--- config.mk ---
export PLATFORM = sky130hd
export DESIGN_NAME = http_message_framer
export DESIGN_NICKNAME = d
export VERILOG_FILES = /design/src/design/hmf_pkg.sv /design/src/design/hmf_front.sv /design/src/design/hmf_queue.sv /design/src/design/hmf_back.sv /design/src/design/http_message_framer.sv
export SDC_FILE = /design/constraint.sdc
export NUM_CORES = 1
export LEC_CHECK = 0
export ABC_AREA = 1
export BUFFER_PORTS_ARGS = -buffer_cell sky130_fd_sc_hd__buf_2
export CORE_MARGIN = 2
export CORE_UTILIZATION = 45
export CTS_CLUSTER_DIAMETER = 150
export CTS_CLUSTER_SIZE = 12
export DETAILED_ROUTE_END_ITERATION = 10
export GPL_ROUTABILITY_DRIVEN = 0
export PLACE_DENSITY = 0.66
export RECOVER_POWER = 50
export SLEW_MARGIN = 20
export SYNTH_ARGS = -nofsm -noshare
export SYNTH_HDL_FRONTEND = slang
export SYNTH_SLANG_ARGS = --single-unit
export TNS_END_PERCENT = 100
--- constraint.sdc ---
create_clock -name clock -period 6.5 [get_ports clock]
set_clock_uncertainty 0.15 [all_clocks]
set_input_delay 1.3 -clock clock [delete_from_list [all_inputs] [get_ports clock]]
set_output_delay 1.3 -clock clock [all_outputs]
set_load 0.02 [all_outputs]
--- src/design/hmf_pkg.sv ---
// Package for the HTTP message framer: byte class beat, phase codes and the
// Content-Length key text. No dependencies; every module of the framer imports it.
package hmf_pkg;

   localparam logic [7:0] ASCII_LF    = 8'h0A;
   localparam logic [7:0] ASCII_CR    = 8'h0D;
   localparam logic [7:0] ASCII_SPACE = 8'h20;
   localparam logic [7:0] ASCII_ZERO  = 8'h30;

   localparam int unsigned KEY_LEN = 16;
   localparam logic [4:0] KEY_LEN_CODE = 5'd16;
   localparam logic [30:0] LEN_MAX = 31'h7FFF_FFFF;
   localparam logic [31:0] MAX_BYTES_RESET = 32'd65536;

   localparam int unsigned QUEUE_DEPTH = 2;
   localparam int unsigned QUEUE_PTR_BITS = 1;
   localparam int unsigned QUEUE_COUNT_BITS = 2;

   typedef enum logic [2:0] {
      PH_HEADER  = 3'd0,
      PH_BODY    = 3'd1,
      PH_DONE    = 3'd2,
      PH_BADCHAR = 3'd3,
      PH_TOOLONG = 3'd4
   } phase_type;

   typedef enum logic [2:0] {
      VP_SEARCH = 3'd0,
      VP_SPACES = 3'd1,
      VP_DIGITS = 3'd2,
      VP_TRAIL  = 3'd3,
      VP_CLOSED = 3'd4
   } value_phase_type;

   // One received byte together with its classification.
   typedef struct packed {
      logic [7:0] data;
      logic       is_bad;
      logic       is_cr;
      logic       is_lf;
      logic       is_space;
      logic       is_digit;
      logic [3:0] digit;
   } byte_class_type;

   // Characters of "Content-Length: ".
   function automatic logic [7:0] key_char(input logic [3:0] idx);
      logic [7:0] c;
      case (idx)
         4'd0:    c = 8'h43; // C
         4'd1:    c = 8'h6F; // o
         4'd2:    c = 8'h6E; // n
         4'd3:    c = 8'h74; // t
         4'd4:    c = 8'h65; // e
         4'd5:    c = 8'h6E; // n
         4'd6:    c = 8'h74; // t
         4'd7:    c = 8'h2D; // -
         4'd8:    c = 8'h4C; // L
         4'd9:    c = 8'h65; // e
         4'd10:   c = 8'h6E; // n
         4'd11:   c = 8'h67; // g
         4'd12:   c = 8'h74; // t
         4'd13:   c = 8'h68; // h
         4'd14:   c = 8'h3A; // :
         4'd15:   c = 8'h20; // space
         default: c = 8'h00;
      endcase
      return c;
   endfunction

endpackage

--- src/design/hmf_front.sv ---
// Front end of the HTTP message framer: accepts request beats and classifies each byte.
// Depends on hmf_pkg; feeds hmf_queue.
module hmf_front (
   input  logic                    req_valid,
   output logic                    req_ready,
   input  logic [7:0]              req_data_byte,
   output logic                    push_valid,
   input  logic                    push_ready,
   output hmf_pkg::byte_class_type push_data
);
   import hmf_pkg::*;

   logic [7:0] b;

   assign b = req_data_byte;
   assign req_ready  = push_ready;
   assign push_valid = req_valid;

   always_comb begin
      push_data.data     = b;
      push_data.is_cr    = (b == ASCII_CR);
      push_data.is_lf    = (b == ASCII_LF);
      push_data.is_space = (b == ASCII_SPACE);
      push_data.is_digit = b inside {[8'h30:8'h39]};
      push_data.digit    = 4'(b - ASCII_ZERO);
      // Control characters below 128, other than CR and LF, are not allowed in a header.
      push_data.is_bad   = !b[7] && !(b inside {[8'h20:8'h7E]}) &&
                           (b != ASCII_CR) && (b != ASCII_LF);
   end

endmodule

--- src/design/hmf_queue.sv ---
// Short queue of classified bytes between the framer's front and back ends.
// Depends on hmf_pkg for the beat type and depth.
module hmf_queue (
   input  logic                    clock,
   input  logic                    reset,
   input  logic                    push_valid,
   output logic                    push_ready,
   input  hmf_pkg::byte_class_type push_data,
   output logic                    pop_valid,
   input  logic                    pop_ready,
   output hmf_pkg::byte_class_type pop_data
);
   import hmf_pkg::*;

   byte_class_type                entries_ff [QUEUE_DEPTH];
   logic [QUEUE_PTR_BITS-1:0]     wr_ptr_ff, wr_ptr_in;
   logic [QUEUE_PTR_BITS-1:0]     rd_ptr_ff, rd_ptr_in;
   logic [QUEUE_COUNT_BITS-1:0]   count_ff, count_in;
   logic                          do_push, do_pop;

   assign push_ready = (count_ff != QUEUE_COUNT_BITS'(QUEUE_DEPTH));
   assign pop_valid  = (count_ff != '0);
   assign pop_data   = entries_ff[rd_ptr_ff];
   assign do_push    = push_valid && push_ready;
   assign do_pop     = pop_valid && pop_ready;

   always_comb begin
      wr_ptr_in = wr_ptr_ff;
      rd_ptr_in = rd_ptr_ff;
      count_in  = count_ff;
      if (do_push) begin
         wr_ptr_in = (wr_ptr_ff == QUEUE_PTR_BITS'(QUEUE_DEPTH - 1)) ? '0 : wr_ptr_ff + 1'b1;
      end
      if (do_pop) begin
         rd_ptr_in = (rd_ptr_ff == QUEUE_PTR_BITS'(QUEUE_DEPTH - 1)) ? '0 : rd_ptr_ff + 1'b1;
      end
      if (do_push && !do_pop) begin
         count_in = count_ff + 1'b1;
      end else if (do_pop && !do_push) begin
         count_in = count_ff - 1'b1;
      end
   end

   always_ff @(posedge clock) begin
      if (reset) begin
         wr_ptr_ff <= '0;
         rd_ptr_ff <= '0;
         count_ff  <= '0;
      end else begin
         wr_ptr_ff <= wr_ptr_in;
         rd_ptr_ff <= rd_ptr_in;
         count_ff  <= count_in;
      end
   end

   always_ff @(posedge clock) begin
      if (do_push) begin
         entries_ff[wr_ptr_ff] <= push_data;
      end
   end

endmodule

--- src/design/hmf_back.sv ---
// Back end of the HTTP message framer: message state update and the response register.
// Depends on hmf_pkg; takes classified bytes from hmf_queue.
module hmf_back #(
   parameter int unsigned COUNT_BITS = 32
) (
   input  logic                    clock,
   input  logic                    reset,
   input  logic [31:0]             max_bytes,
   input  logic                    pop_valid,
   output logic                    pop_ready,
   input  hmf_pkg::byte_class_type pop_data,
   output logic                    rsp_valid,
   input  logic                    rsp_ready,
   output logic [2:0]              rsp_status,
   output logic [31:0]             rsp_header_length,
   output logic [30:0]             rsp_body_length,
   output logic [31:0]             rsp_byte_position
);
   import hmf_pkg::*;

   localparam int unsigned WIDE = (COUNT_BITS > 32) ? COUNT_BITS : 32;
   localparam int unsigned END_BITS = ((COUNT_BITS > 31) ? COUNT_BITS : 31) + 1;

   phase_type             phase_ff, phase_in;
   value_phase_type       vp_ff, vp_in;
   logic [COUNT_BITS-1:0] bc_ff, bc_in;
   logic [COUNT_BITS-1:0] hc_ff, hc_in;
   logic [END_BITS-1:0]   end_ff, end_in;
   logic [15:0]           recent_ff, recent_in;
   logic [4:0]            key_ff, key_in;
   logic [30:0]           accum_ff, accum_in;
   logic [30:0]           found_ff, found_in;
   logic                  rsp_valid_ff, rsp_valid_in;
   logic [2:0]            status_ff;
   logic [31:0]           hlen_ff;
   logic [30:0]           blen_ff;
   logic [31:0]           bpos_ff;

   logic                  pop;
   logic [7:0]            prev_byte, prev2_byte;
   logic                  header_end;
   logic [34:0]           times_ten;
   logic [WIDE-1:0]       bc_wide, hc_wide;

   assign pop       = pop_valid && (!rsp_valid_ff || rsp_ready);
   assign pop_ready = pop;

   always_comb begin
      phase_in   = phase_ff;
      vp_in      = vp_ff;
      bc_in      = bc_ff;
      hc_in      = hc_ff;
      end_in     = end_ff;
      recent_in  = recent_ff;
      key_in     = key_ff;
      accum_in   = accum_ff;
      found_in   = found_ff;
      prev_byte  = '0;
      prev2_byte = '0;
      header_end = 1'b0;
      times_ten  = '0;
      rsp_valid_in = rsp_ready ? 1'b0 : rsp_valid_ff;

      if (pop) begin
         rsp_valid_in = 1'b1;
         // A byte after a finished message starts a new one.
         if (phase_ff == PH_DONE) begin
            phase_in  = PH_HEADER;
            vp_in     = VP_SEARCH;
            bc_in     = '0;
            hc_in     = '0;
            end_in    = '0;
            recent_in = '0;
            key_in    = '0;
            accum_in  = '0;
            found_in  = '0;
         end

         if (phase_in == PH_HEADER || phase_in == PH_BODY) begin
            if (bc_in == '1 || WIDE'(bc_in) >= WIDE'(max_bytes)) begin
               phase_in = PH_TOOLONG;
            end else begin
               bc_in = bc_in + 1'b1;
               if (phase_in == PH_HEADER) begin
                  prev_byte  = recent_in[7:0];
                  prev2_byte = recent_in[15:8];
                  recent_in  = {recent_in[7:0], pop_data.data};
                  if (pop_data.is_bad) begin
                     phase_in = PH_BADCHAR;
                  end else begin
                     case (vp_in)
                        VP_SEARCH: begin
                           if (!key_in[4] && pop_data.data == key_char(key_in[3:0])) begin
                              key_in = key_in + 1'b1;
                           end else begin
                              key_in = (pop_data.data == key_char(4'd0)) ? 5'd1 : 5'd0;
                           end
                           if (key_in == KEY_LEN_CODE) begin
                              vp_in    = VP_SPACES;
                              accum_in = '0;
                           end
                        end
                        VP_CLOSED: begin
                        end
                        default: begin
                           if (pop_data.is_lf && prev_byte == ASCII_CR) begin
                              found_in = accum_in;
                              vp_in    = VP_CLOSED;
                           end else if (vp_in == VP_SPACES && pop_data.is_space) begin
                              vp_in = VP_SPACES;
                           end else if ((vp_in == VP_SPACES || vp_in == VP_DIGITS) &&
                                        pop_data.is_digit) begin
                              times_ten = ({4'b0, accum_in} << 3) + ({4'b0, accum_in} << 1) +
                                          35'(pop_data.digit);
                              accum_in = (times_ten > 35'(LEN_MAX)) ? LEN_MAX :
                                         times_ten[30:0];
                              vp_in    = VP_DIGITS;
                           end else begin
                              vp_in = VP_TRAIL;
                           end
                        end
                     endcase
                     if (pop_data.is_lf && (prev_byte == ASCII_LF ||
                         (prev_byte == ASCII_CR && prev2_byte == ASCII_LF))) begin
                        header_end = 1'b1;
                        hc_in      = bc_in;
                        end_in     = END_BITS'(bc_in) + END_BITS'(found_in);
                        phase_in   = PH_BODY;
                     end
                  end
               end
               if (phase_in == PH_BODY) begin
                  if (header_end) begin
                     if (found_in == '0) begin
                        phase_in = PH_DONE;
                     end
                  end else if (END_BITS'(bc_in) == end_ff) begin
                     phase_in = PH_DONE;
                  end
               end
            end
         end
      end
   end

   assign bc_wide = WIDE'(bc_in);
   assign hc_wide = WIDE'(hc_in);

   always_ff @(posedge clock) begin
      if (reset) begin
         phase_ff     <= PH_HEADER;
         vp_ff        <= VP_SEARCH;
         bc_ff        <= '0;
         hc_ff        <= '0;
         end_ff       <= '0;
         recent_ff    <= '0;
         key_ff       <= '0;
         accum_ff     <= '0;
         found_ff     <= '0;
         rsp_valid_ff <= 1'b0;
      end else begin
         phase_ff     <= phase_in;
         vp_ff        <= vp_in;
         bc_ff        <= bc_in;
         hc_ff        <= hc_in;
         end_ff       <= end_in;
         recent_ff    <= recent_in;
         key_ff       <= key_in;
         accum_ff     <= accum_in;
         found_ff     <= found_in;
         rsp_valid_ff <= rsp_valid_in;
      end
   end

   always_ff @(posedge clock) begin
      if (pop) begin
         status_ff <= phase_in;
         hlen_ff   <= hc_wide[31:0];
         blen_ff   <= found_in;
         bpos_ff   <= bc_wide[31:0];
      end
   end

   assign rsp_valid         = rsp_valid_ff;
   assign rsp_status        = status_ff;
   assign rsp_header_length = hlen_ff;
   assign rsp_body_length   = blen_ff;
   assign rsp_byte_position = bpos_ff;

endmodule

--- src/design/http_message_framer.sv ---
// HTTP message framer with Content-Length framing: one status beat per received byte.
// Instantiates hmf_front, hmf_queue and hmf_back; depends on hmf_pkg.
//
// Each request beat carries one received byte and yields exactly one response beat
// that reports the message phase (in header, in body, complete, bad character, too
// long), the header length once the blank line is seen, the committed Content-Length
// value and the byte position within the current message. The block sustains one byte
// per clock while the response side is not stalled: the front end classifies a byte
// and writes it into a two-entry queue in the cycle it is accepted, and the back end
// updates the message state and loads the response register together, so the per-byte
// state update in the back end sets the rate. A byte's response is registered: the byte
// is held in a queue entry, then the back end loads the response register as it pops it.
// The response register and the queue let the request side keep taking bytes while a
// finished response waits to be taken. Bad-character and too-long errors are sticky
// until reset; after a message completes, the next byte starts a new message. The
// max_bytes limit (reset value 65536) is written through csr_wr_en and csr_wr_data
// and should only change while the block is idle.
module http_message_framer #(
   parameter int unsigned COUNT_BITS = 32
) (
   input  logic        clock,
   input  logic        reset,
   input  logic        req_valid,
   output logic        req_ready,
   input  logic [7:0]  req_data_byte,
   output logic        rsp_valid,
   input  logic        rsp_ready,
   output logic [2:0]  rsp_status,
   output logic [31:0] rsp_header_length,
   output logic [30:0] rsp_body_length,
   output logic [31:0] rsp_byte_position,
   input  logic        csr_wr_en,
   input  logic [31:0] csr_wr_data
);
   import hmf_pkg::*;

   // Message size limit; a write takes effect at the clock edge that carries it.
   logic [31:0]    max_bytes_ff;

   // Classified bytes travel from the front end through the queue to the back end.
   logic           push_valid, push_ready;
   byte_class_type push_data;
   logic           pop_valid, pop_ready;
   byte_class_type pop_data;

   always_ff @(posedge clock) begin
      if (reset) begin
         max_bytes_ff <= MAX_BYTES_RESET;
      end else if (csr_wr_en) begin
         max_bytes_ff <= csr_wr_data;
      end
   end

   hmf_front u_front (
      .req_valid     (req_valid),
      .req_ready     (req_ready),
      .req_data_byte (req_data_byte),
      .push_valid    (push_valid),
      .push_ready    (push_ready),
      .push_data     (push_data)
   );

   hmf_queue u_queue (
      .clock      (clock),
      .reset      (reset),
      .push_valid (push_valid),
      .push_ready (push_ready),
      .push_data  (push_data),
      .pop_valid  (pop_valid),
      .pop_ready  (pop_ready),
      .pop_data   (pop_data)
   );

   // The back end owns the message state machine and the response register.
   hmf_back #(
      .COUNT_BITS (COUNT_BITS)
   ) u_back (
      .clock             (clock),
      .reset             (reset),
      .max_bytes         (max_bytes_ff),
      .pop_valid         (pop_valid),
      .pop_ready         (pop_ready),
      .pop_data          (pop_data),
      .rsp_valid         (rsp_valid),
      .rsp_ready         (rsp_ready),
      .rsp_status        (rsp_status),
      .rsp_header_length (rsp_header_length),
      .rsp_body_length   (rsp_body_length),
      .rsp_byte_position (rsp_byte_position)
   );

endmodule
==> results of run 1 <==
==> layer usage <==
metal	GRT usage (%)	vias to the layer above	wire length, um
met3	3.69	152	5140
met2	42.7	850	33400
li1	-	11800	-
met5	0	-	41
met4	9.34	6	2470
met1	35.9	10700	32200
==> cells in the final DEF (no fill, tap or decap), drive strengths merged, types with 3 or more instances in the layout <==
cell / synthesis / layout
nand2: 1015 / 1015
a21oi: 424 / 424
inv: 406 / 408
nor2: 288 / 288
o21ai: 271 / 271
dfxtp: 224 / 224
nand3: 207 / 207
clkbuf: 103 / 167
ha: 131 / 131
edfxtp: 122 / 122
o211ai: 84 / 84
buf: 61 / 59
nand4: 28 / 28
xor2: 27 / 27
o21a: 18 / 18
nor3: 16 / 16
xnor2: 15 / 15
a31oi: 13 / 13
nand3b: 12 / 12
or2: 8 / 8
a21o: 6 / 6
nor4: 6 / 6
o221ai: 5 / 5
clkinv: 4 / 5
o21bai: 4 / 4
o22ai: 4 / 4
a211oi: 4 / 4
mux2i: 3 / 3
a21boi: 3 / 3
==> power by group through the flow <==
stage          Clock (W)  Sequential, W  Combinational, W
6_report         0.00188        0.00363           0.00917
5_1_grt          0.00200        0.00370            0.0102
4_1_cts          0.00192        0.00360           0.00918
3_5_place_dp           0        0.00364           0.00914
3_3_place_gp           0        0.00364           0.00911
2_1_floorplan          0        0.00396           0.00628
==> metrics by stage <==
stage	instances	hold WS [ns]	util [%]	setup WS, ns
floorplan	3528	0.276	-	1.00
CTS	4281	0.310	49.3	1.15
global route	4281	0.329	48.9	0.534
finish	4281	0.305	48.9	0.988
global placement	4222	0.287	47.4	1.23
detailed placement	4222	0.302	47.4	1.16
==> Yosys cell counts (all sizes together) (2+ instances only) <==
cell	count	share of area, %
nor3	16	0.39
o211ai	84	2.7
xor2	27	1.0
nand2	1015	16
o311ai	2	0.074
clkbuf	103	1.6
o22ai	4	0.11
o21bai	4	0.13
nand4	28	0.89
a21oi	424	9.0
edfxtp	122	15
nor4	6	0.22
o21ai	271	5.7
ha	131	6.9
or2	8	0.21
o2111ai	2	0.074
nand3b	12	0.38
dfxtp	224	19
a211oi	4	0.13
o21a	18	0.57
mux2i	3	0.13
fa	2	0.17
and3	2	0.053
a21boi	3	0.095
nor2	288	4.8
a31oi	13	0.34
inv	406	6.4
xnor2	15	0.55
o221ai	5	0.18
clkinv	4	0.069
buf	61	1.5
a21o	6	0.19
nand3	207	4.4
o31ai	2	0.063
==> worst max-delay path, stage by stage, from the launching register on <==
cell and delay, ns:
dfxtp_1 0.41, nor2_4 0.10, nand2_4 0.13, buf_4 0.72, nand2_1 0.31, nor2_2 0.36
nand2_1 0.19, nor2_1 0.43, nand2_1 0.09, nand2_1 0.16, inv_1 0.17, ha_1 0.41
a21oi_1 0.21, o21a_1 0.18, nor2_1 0.05, nor2_1 0.10, nand3_1 0.12, a21o_1 0.21
a21oi_1 0.23, o21ai_0 0.17, nand2_1 0.09, nand2_1 0.07, nand3_1 0.07, o211ai_1 0.08
nand2_1 0.08, a21oi_1 0.06
==> final timing paths <==
path	endpoint	slack, ns	depth (start not counted)
setup reg to reg	u_back.end_ff[32]	0.99	25
hold reg to reg	u_queue.rd_ptr_ff	0.31	1
hold / removal	u_queue.rd_ptr_ff	0.31	1
setup / recovery	u_back.end_ff[32]	0.99	25
==> layout make-up <==
class / count / share of cell area [%]
Clock buffer: 56 / 3.68
Clock inverter: 3 / 0.132
Inverter: 410 / 6.03
Multi-Input combinational cell: 2608 / 51.9
Sequential cell: 346 / 31.8
Tap cell: 688 / 3.36
Timing Repair Buffer: 170 / 3.09
==> sequential cells by signal (all words and copies together), names as in the netlist, 24 cells and up, named ones only <==
name,count
u_back.end_ff,33
max_bytes_ff,32
u_back.bc_ff,32
u_back.hc_ff,32
u_back.rsp_byte_position,32
u_back.rsp_header_length,32
u_back.accum_ff,31
u_back.found_ff,31
u_back.rsp_body_length,31
u_queue.entries_ff,24
==> cell families (layout without fill, tap and decap cells) <==
logic type	count (synthesis)	after routing	synth area share (%)
buffers and inverters	574	639	9.63
multiplexers	3	3	0.127
adder cells (fa/ha/maj)	133	133	7.08
flip-flops	346	346	34.4
XOR/XNOR	43	43	1.65
AO/OA/AOI/OAI	845	845	19.4
AND/OR/NAND/NOR	1584	1584	27.7
==> flow_summary.yaml, run 1 <==
status:
  outcome: "finished with violations"
  violations: "max-capacitance violations, max-slew violations"
worst_setup_path:
  critPathRequiredTime_ns: 6.77
  crit_start: "u_back.phase_ff[0]"
  endpoint_kind: "register"
  crit_fanout: 76
  arrival_ns: 5.78
  r2r-start: "u_back.phase_ff[0]"
  start_kind: "register"
  crit_type: "reg -> reg"
clock_network:
  cts_tree: "built"
  numCtsBuffers: 34
  path_clk_slew_ns: 0.07
  holdBufCountCts: 0
  clock-sinks: 346
  cts_root_buffer: "clkbuf_16"
  cts_htree_levels: 2
  cts_buffer_depth: 3
  clock_latency_ns: 0.58
  ctsResizeCount: 0
  cts_setup_buffers: 0
power_and_ir_drop:
  vdd_drop_max_mv: 0.462
  pwr-share-comb_pct: 62.5
  p_leak_nw: 11.6
  pwr-share-clk_pct: 12.8
  switching_share_pct: 53.6
  power.total_w: 0.0147
  powerDensity_nw_per_um2: 573
  seq_power_share_pct: 24.7
  p_int_w: 0.00681
  switchingPower_w: 0.00787
cells_and_area:
  multiInputGateArea_sq_um: 13300
  seq_area_sq_um: 8150
  drive_gt1_share_pct: 4.31
  area_growth_pct: 8.07
  diodes: 0
  finalInstanceArea_sq_um: 25600
  nFillCells: 5456
  nNetsFinal: 3748
hold_path:
  hold_class: "reg -> reg"
  worstHoldStart: "u_queue.rd_ptr_ff"
synth:
  netlist_area_sq_um: 23700
  synth_flop_cell: "dfxtp_1"
  yosysWarnings: 0
  postSynthAreaPerCell_sq_um: 6.72
  syn-instance-count: 3528
  synth.net_count: 3706
  synth-seq-area-share_pct: 34.4
  synth_edf_count: 122
  ys_ff_latch: 346
  async_reset_ff_share_pct: 0
  synth.distinct_cells: 58
placed_design:
  place_area_sq_um: 24800
  hpwlAfterDp_um: 52500
  numPortBuffers: 144
floorplanning:
  die_w_um: 234
  die_h_um: 234
  initial_core_util_pct: 45.3
  fp-row-count: 84
  die_area_sq_um: 54500
  ios: 145
  coreArea_sq_um: 52300
drt:
  avgRoutedWirePerCell_um: 17.1
  viasPerCell: 5.49
  dr.pass1.iters: 9
  drtIter0Drc: 2177
  wl_um: 73200
  antenna_left: 0
  num_vias: 23500
  drc: 0
timing:
  final-setup-viol-count: 0
  final_period_minus_worst_setup_slack_ns: 5.51
  rsz0062_at_grt: "false"
  max_slew.worst_pin.slew_ns: 2.33
  max_slew_margin_pct: -55.3
  hold_viol: 0
  max_clock_freq_ghz: 0.181
  finalCritPeriodShare_pct: 84.8
  tns_ns: 0
  maxSlewViolCount: 211
global_route:
  overflow: 0
  grt_pass1_vias: 20900
  grtUsageTotal_pct: 26.4
  grt_antenna_before_repair: 3
  grt_max_degree: 155
  grt_first_pass_wirelength_um: 114000
job:
  max_cap_violations: 2
(Power assumes the default switching activity.)
==> run 2: changes to the inputs <==
PLACE_DENSITY = 0.68   (was 0.66)
clock period = 4.5 ns   (was 6.5 ns; I/O delays follow)
==> flow_summary.yaml, run 2 (synthesized netlist as in run 1, its figures left out) <==
drt:
  viasPerCell: 5.48
  drc: 0
  drt-met1-wl_um: 31700
  dr.pass1.iters: 6
  drtIter0Drc: 2286
  avgRoutedWirePerCell_um: 16.9
  antenna_left: 0
  wl_met2_um: 34000
  routed-wl-met3_um: 5470
  wl_um: 73500
  num_vias: 23800
  top_layer_used: "met5"
timing:
  max_slew.worst_pin.slew_ns: 3.20
  worst_hold_slack_ns: 0.296
  final-setup-viol-count: 0
  maxSlewViolCount: 103
  rsz0062_at_grt: "true"
  finalCritPeriodShare_pct: 94.9
  hold_viol: 0
  final_period_minus_worst_setup_slack_ns: 4.27
  max_clock_freq_ghz: 0.234
  max_slew_margin_pct: -113
global_route:
  grt_first_pass_wirelength_um: 113000
  grt_antenna_before_repair: 2
  grt_pass1_vias: 20800
  grt_max_degree: 99
  overflow: 0
  grtUsageTotal_pct: 26.2
hold_path:
  hold_class: "reg -> reg"
job:
  max_cap_violations: 2
worst_setup_path:
  arrival_ns: 4.61
  crit_type: "reg -> reg"
  endpoint_kind: "register"
  critPathRequiredTime_ns: 4.84
  crit_fanout: 17
  start_kind: "register"
clock_network:
  cts_root_buffer: "clkbuf_16"
  clock-sinks: 346
  cts_htree_levels: 2
  cts_buffer_depth: 3
  path_clk_slew_ns: 0.06
  clock_latency_ns: 0.56
  numCtsBuffers: 34
  cts_tree: "built"
floorplanning:
  die_h_um: 234
  coreArea_sq_um: 52300
  die_area_sq_um: 54500
  fp-row-count: 84
  die_w_um: 234
  initial_core_util_pct: 45.3
  ios: 145
placed_design:
  placed_cells: 4287
  numPortBuffers: 144
  hpwlAfterDp_um: 54200
power_and_ir_drop:
  pwr-share-comb_pct: 63.9
  pwr-share-clk_pct: 12.4
  powerDensity_nw_per_um2: 828
  switching_share_pct: 52.3
  vdd_drop_max_mv: 0.658
  p_int_w: 0.0105
  p_leak_nw: 12.3
  switchingPower_w: 0.0115
  seq_power_share_pct: 23.7
cells_and_area:
  area_growth_pct: 11.7
  drive_gt1_share_pct: 8.85
  final_common_cell: "nand2_1"
  diodes: 0
  largest-register: "u_back.end_ff"
  largest_reg_flops: 33
  layout_common_cells: "nand2_1 (1006), a21oi_1 (414), inv_1 (393)"
  nNetsFinal: 3815
  final_cells: 4348
status:
  outcome: "finished with violations"
  violations: "max-capacitance violations, max-slew violations"
run 2: area by class of cell:
class	instances	area, sq um
fill	5332	25900
multi-input combinational	2608	13400
sequential	346	8150
inverter	410	1550
timing repair buffer	237	1530
clock buffer	58	972
tap	688	861
clock inverter	1	8.76
run 2: final timing paths:
check,from,endpoint,slack (ns),cells past startpoint
max,u_back.phase_ff[2],u_back.end_ff[31],0.23,20
min,u_queue.rd_ptr_ff,register,0.30,1
max reg2reg,u_back.phase_ff[2],u_back.end_ff[31],0.23,20
min reg2reg,u_queue.rd_ptr_ff,register,0.30,1
run 2: metrics by stage:
stage,worst slack (ns),area (sq um),total power [W],setup TNS (ns),utilization [%]
2_1_floorplan,0.176,23700,0.0148,0,-
3_3_place_gp,0.114,25400,0.0188,0,48.5
3_5_place_dp,0.0670,25400,0.0189,0,48.5
4_1_cts,0.0292,26400,0.0217,0,50.4
5_1_grt,-0.0114,26500,0.0236,-0.0204,50.6
6_report,0.229,26500,0.0219,0,50.6
run 2: layer usage:
layer	track usage [%]	up-vias
met5	0	-
met4	8.84	4
met3	3.78	130
met2	43.2	923
met1	35.0	10900
li1	-	11900
run 2: what timing repair did:
action,CTS,global route
endpoints found under the setup margin,0,77
buffers inserted,0,1
endpoints found under the hold margin,0,0
resized for setup,0,35
hold buffers,0,0
run 2: power by group through the flow:
| stage | Sequential [W] | Combinational [W] | Clock, W |
|---|---|---|---|
| 2_1_floorplan | 0.00569 | 0.00908 | 0 |
| 3_5_place_dp | 0.00521 | 0.0137 | 0 |
| 5_1_grt | 0.00529 | 0.0154 | 0.00289 |
| 4_1_cts | 0.00516 | 0.0138 | 0.00277 |
| 6_report | 0.00518 | 0.0140 | 0.00272 |
| 3_3_place_gp | 0.00520 | 0.0136 | 0 |
run 2: critical path, stage by stage (launching register included):
cell	delay, ns
dfxtp_1	0.34
nor2_4	0.18
nand2_8	0.14
nand2_1	0.22
nand4_4	0.20
nor2_8	0.15
nand2_4	0.13
buf_4	0.24
o21ai_0	0.43
ha_1	0.40
a21oi_1	0.21
o21a_1	0.17
o21ai_0	0.14
a211oi_2	0.30
nand2_1	0.13
a21oi_1	0.21
or2_2	0.15
nand3_1	0.06
a21oi_1	0.13
nor2_1	0.05
nor2_1	0.07
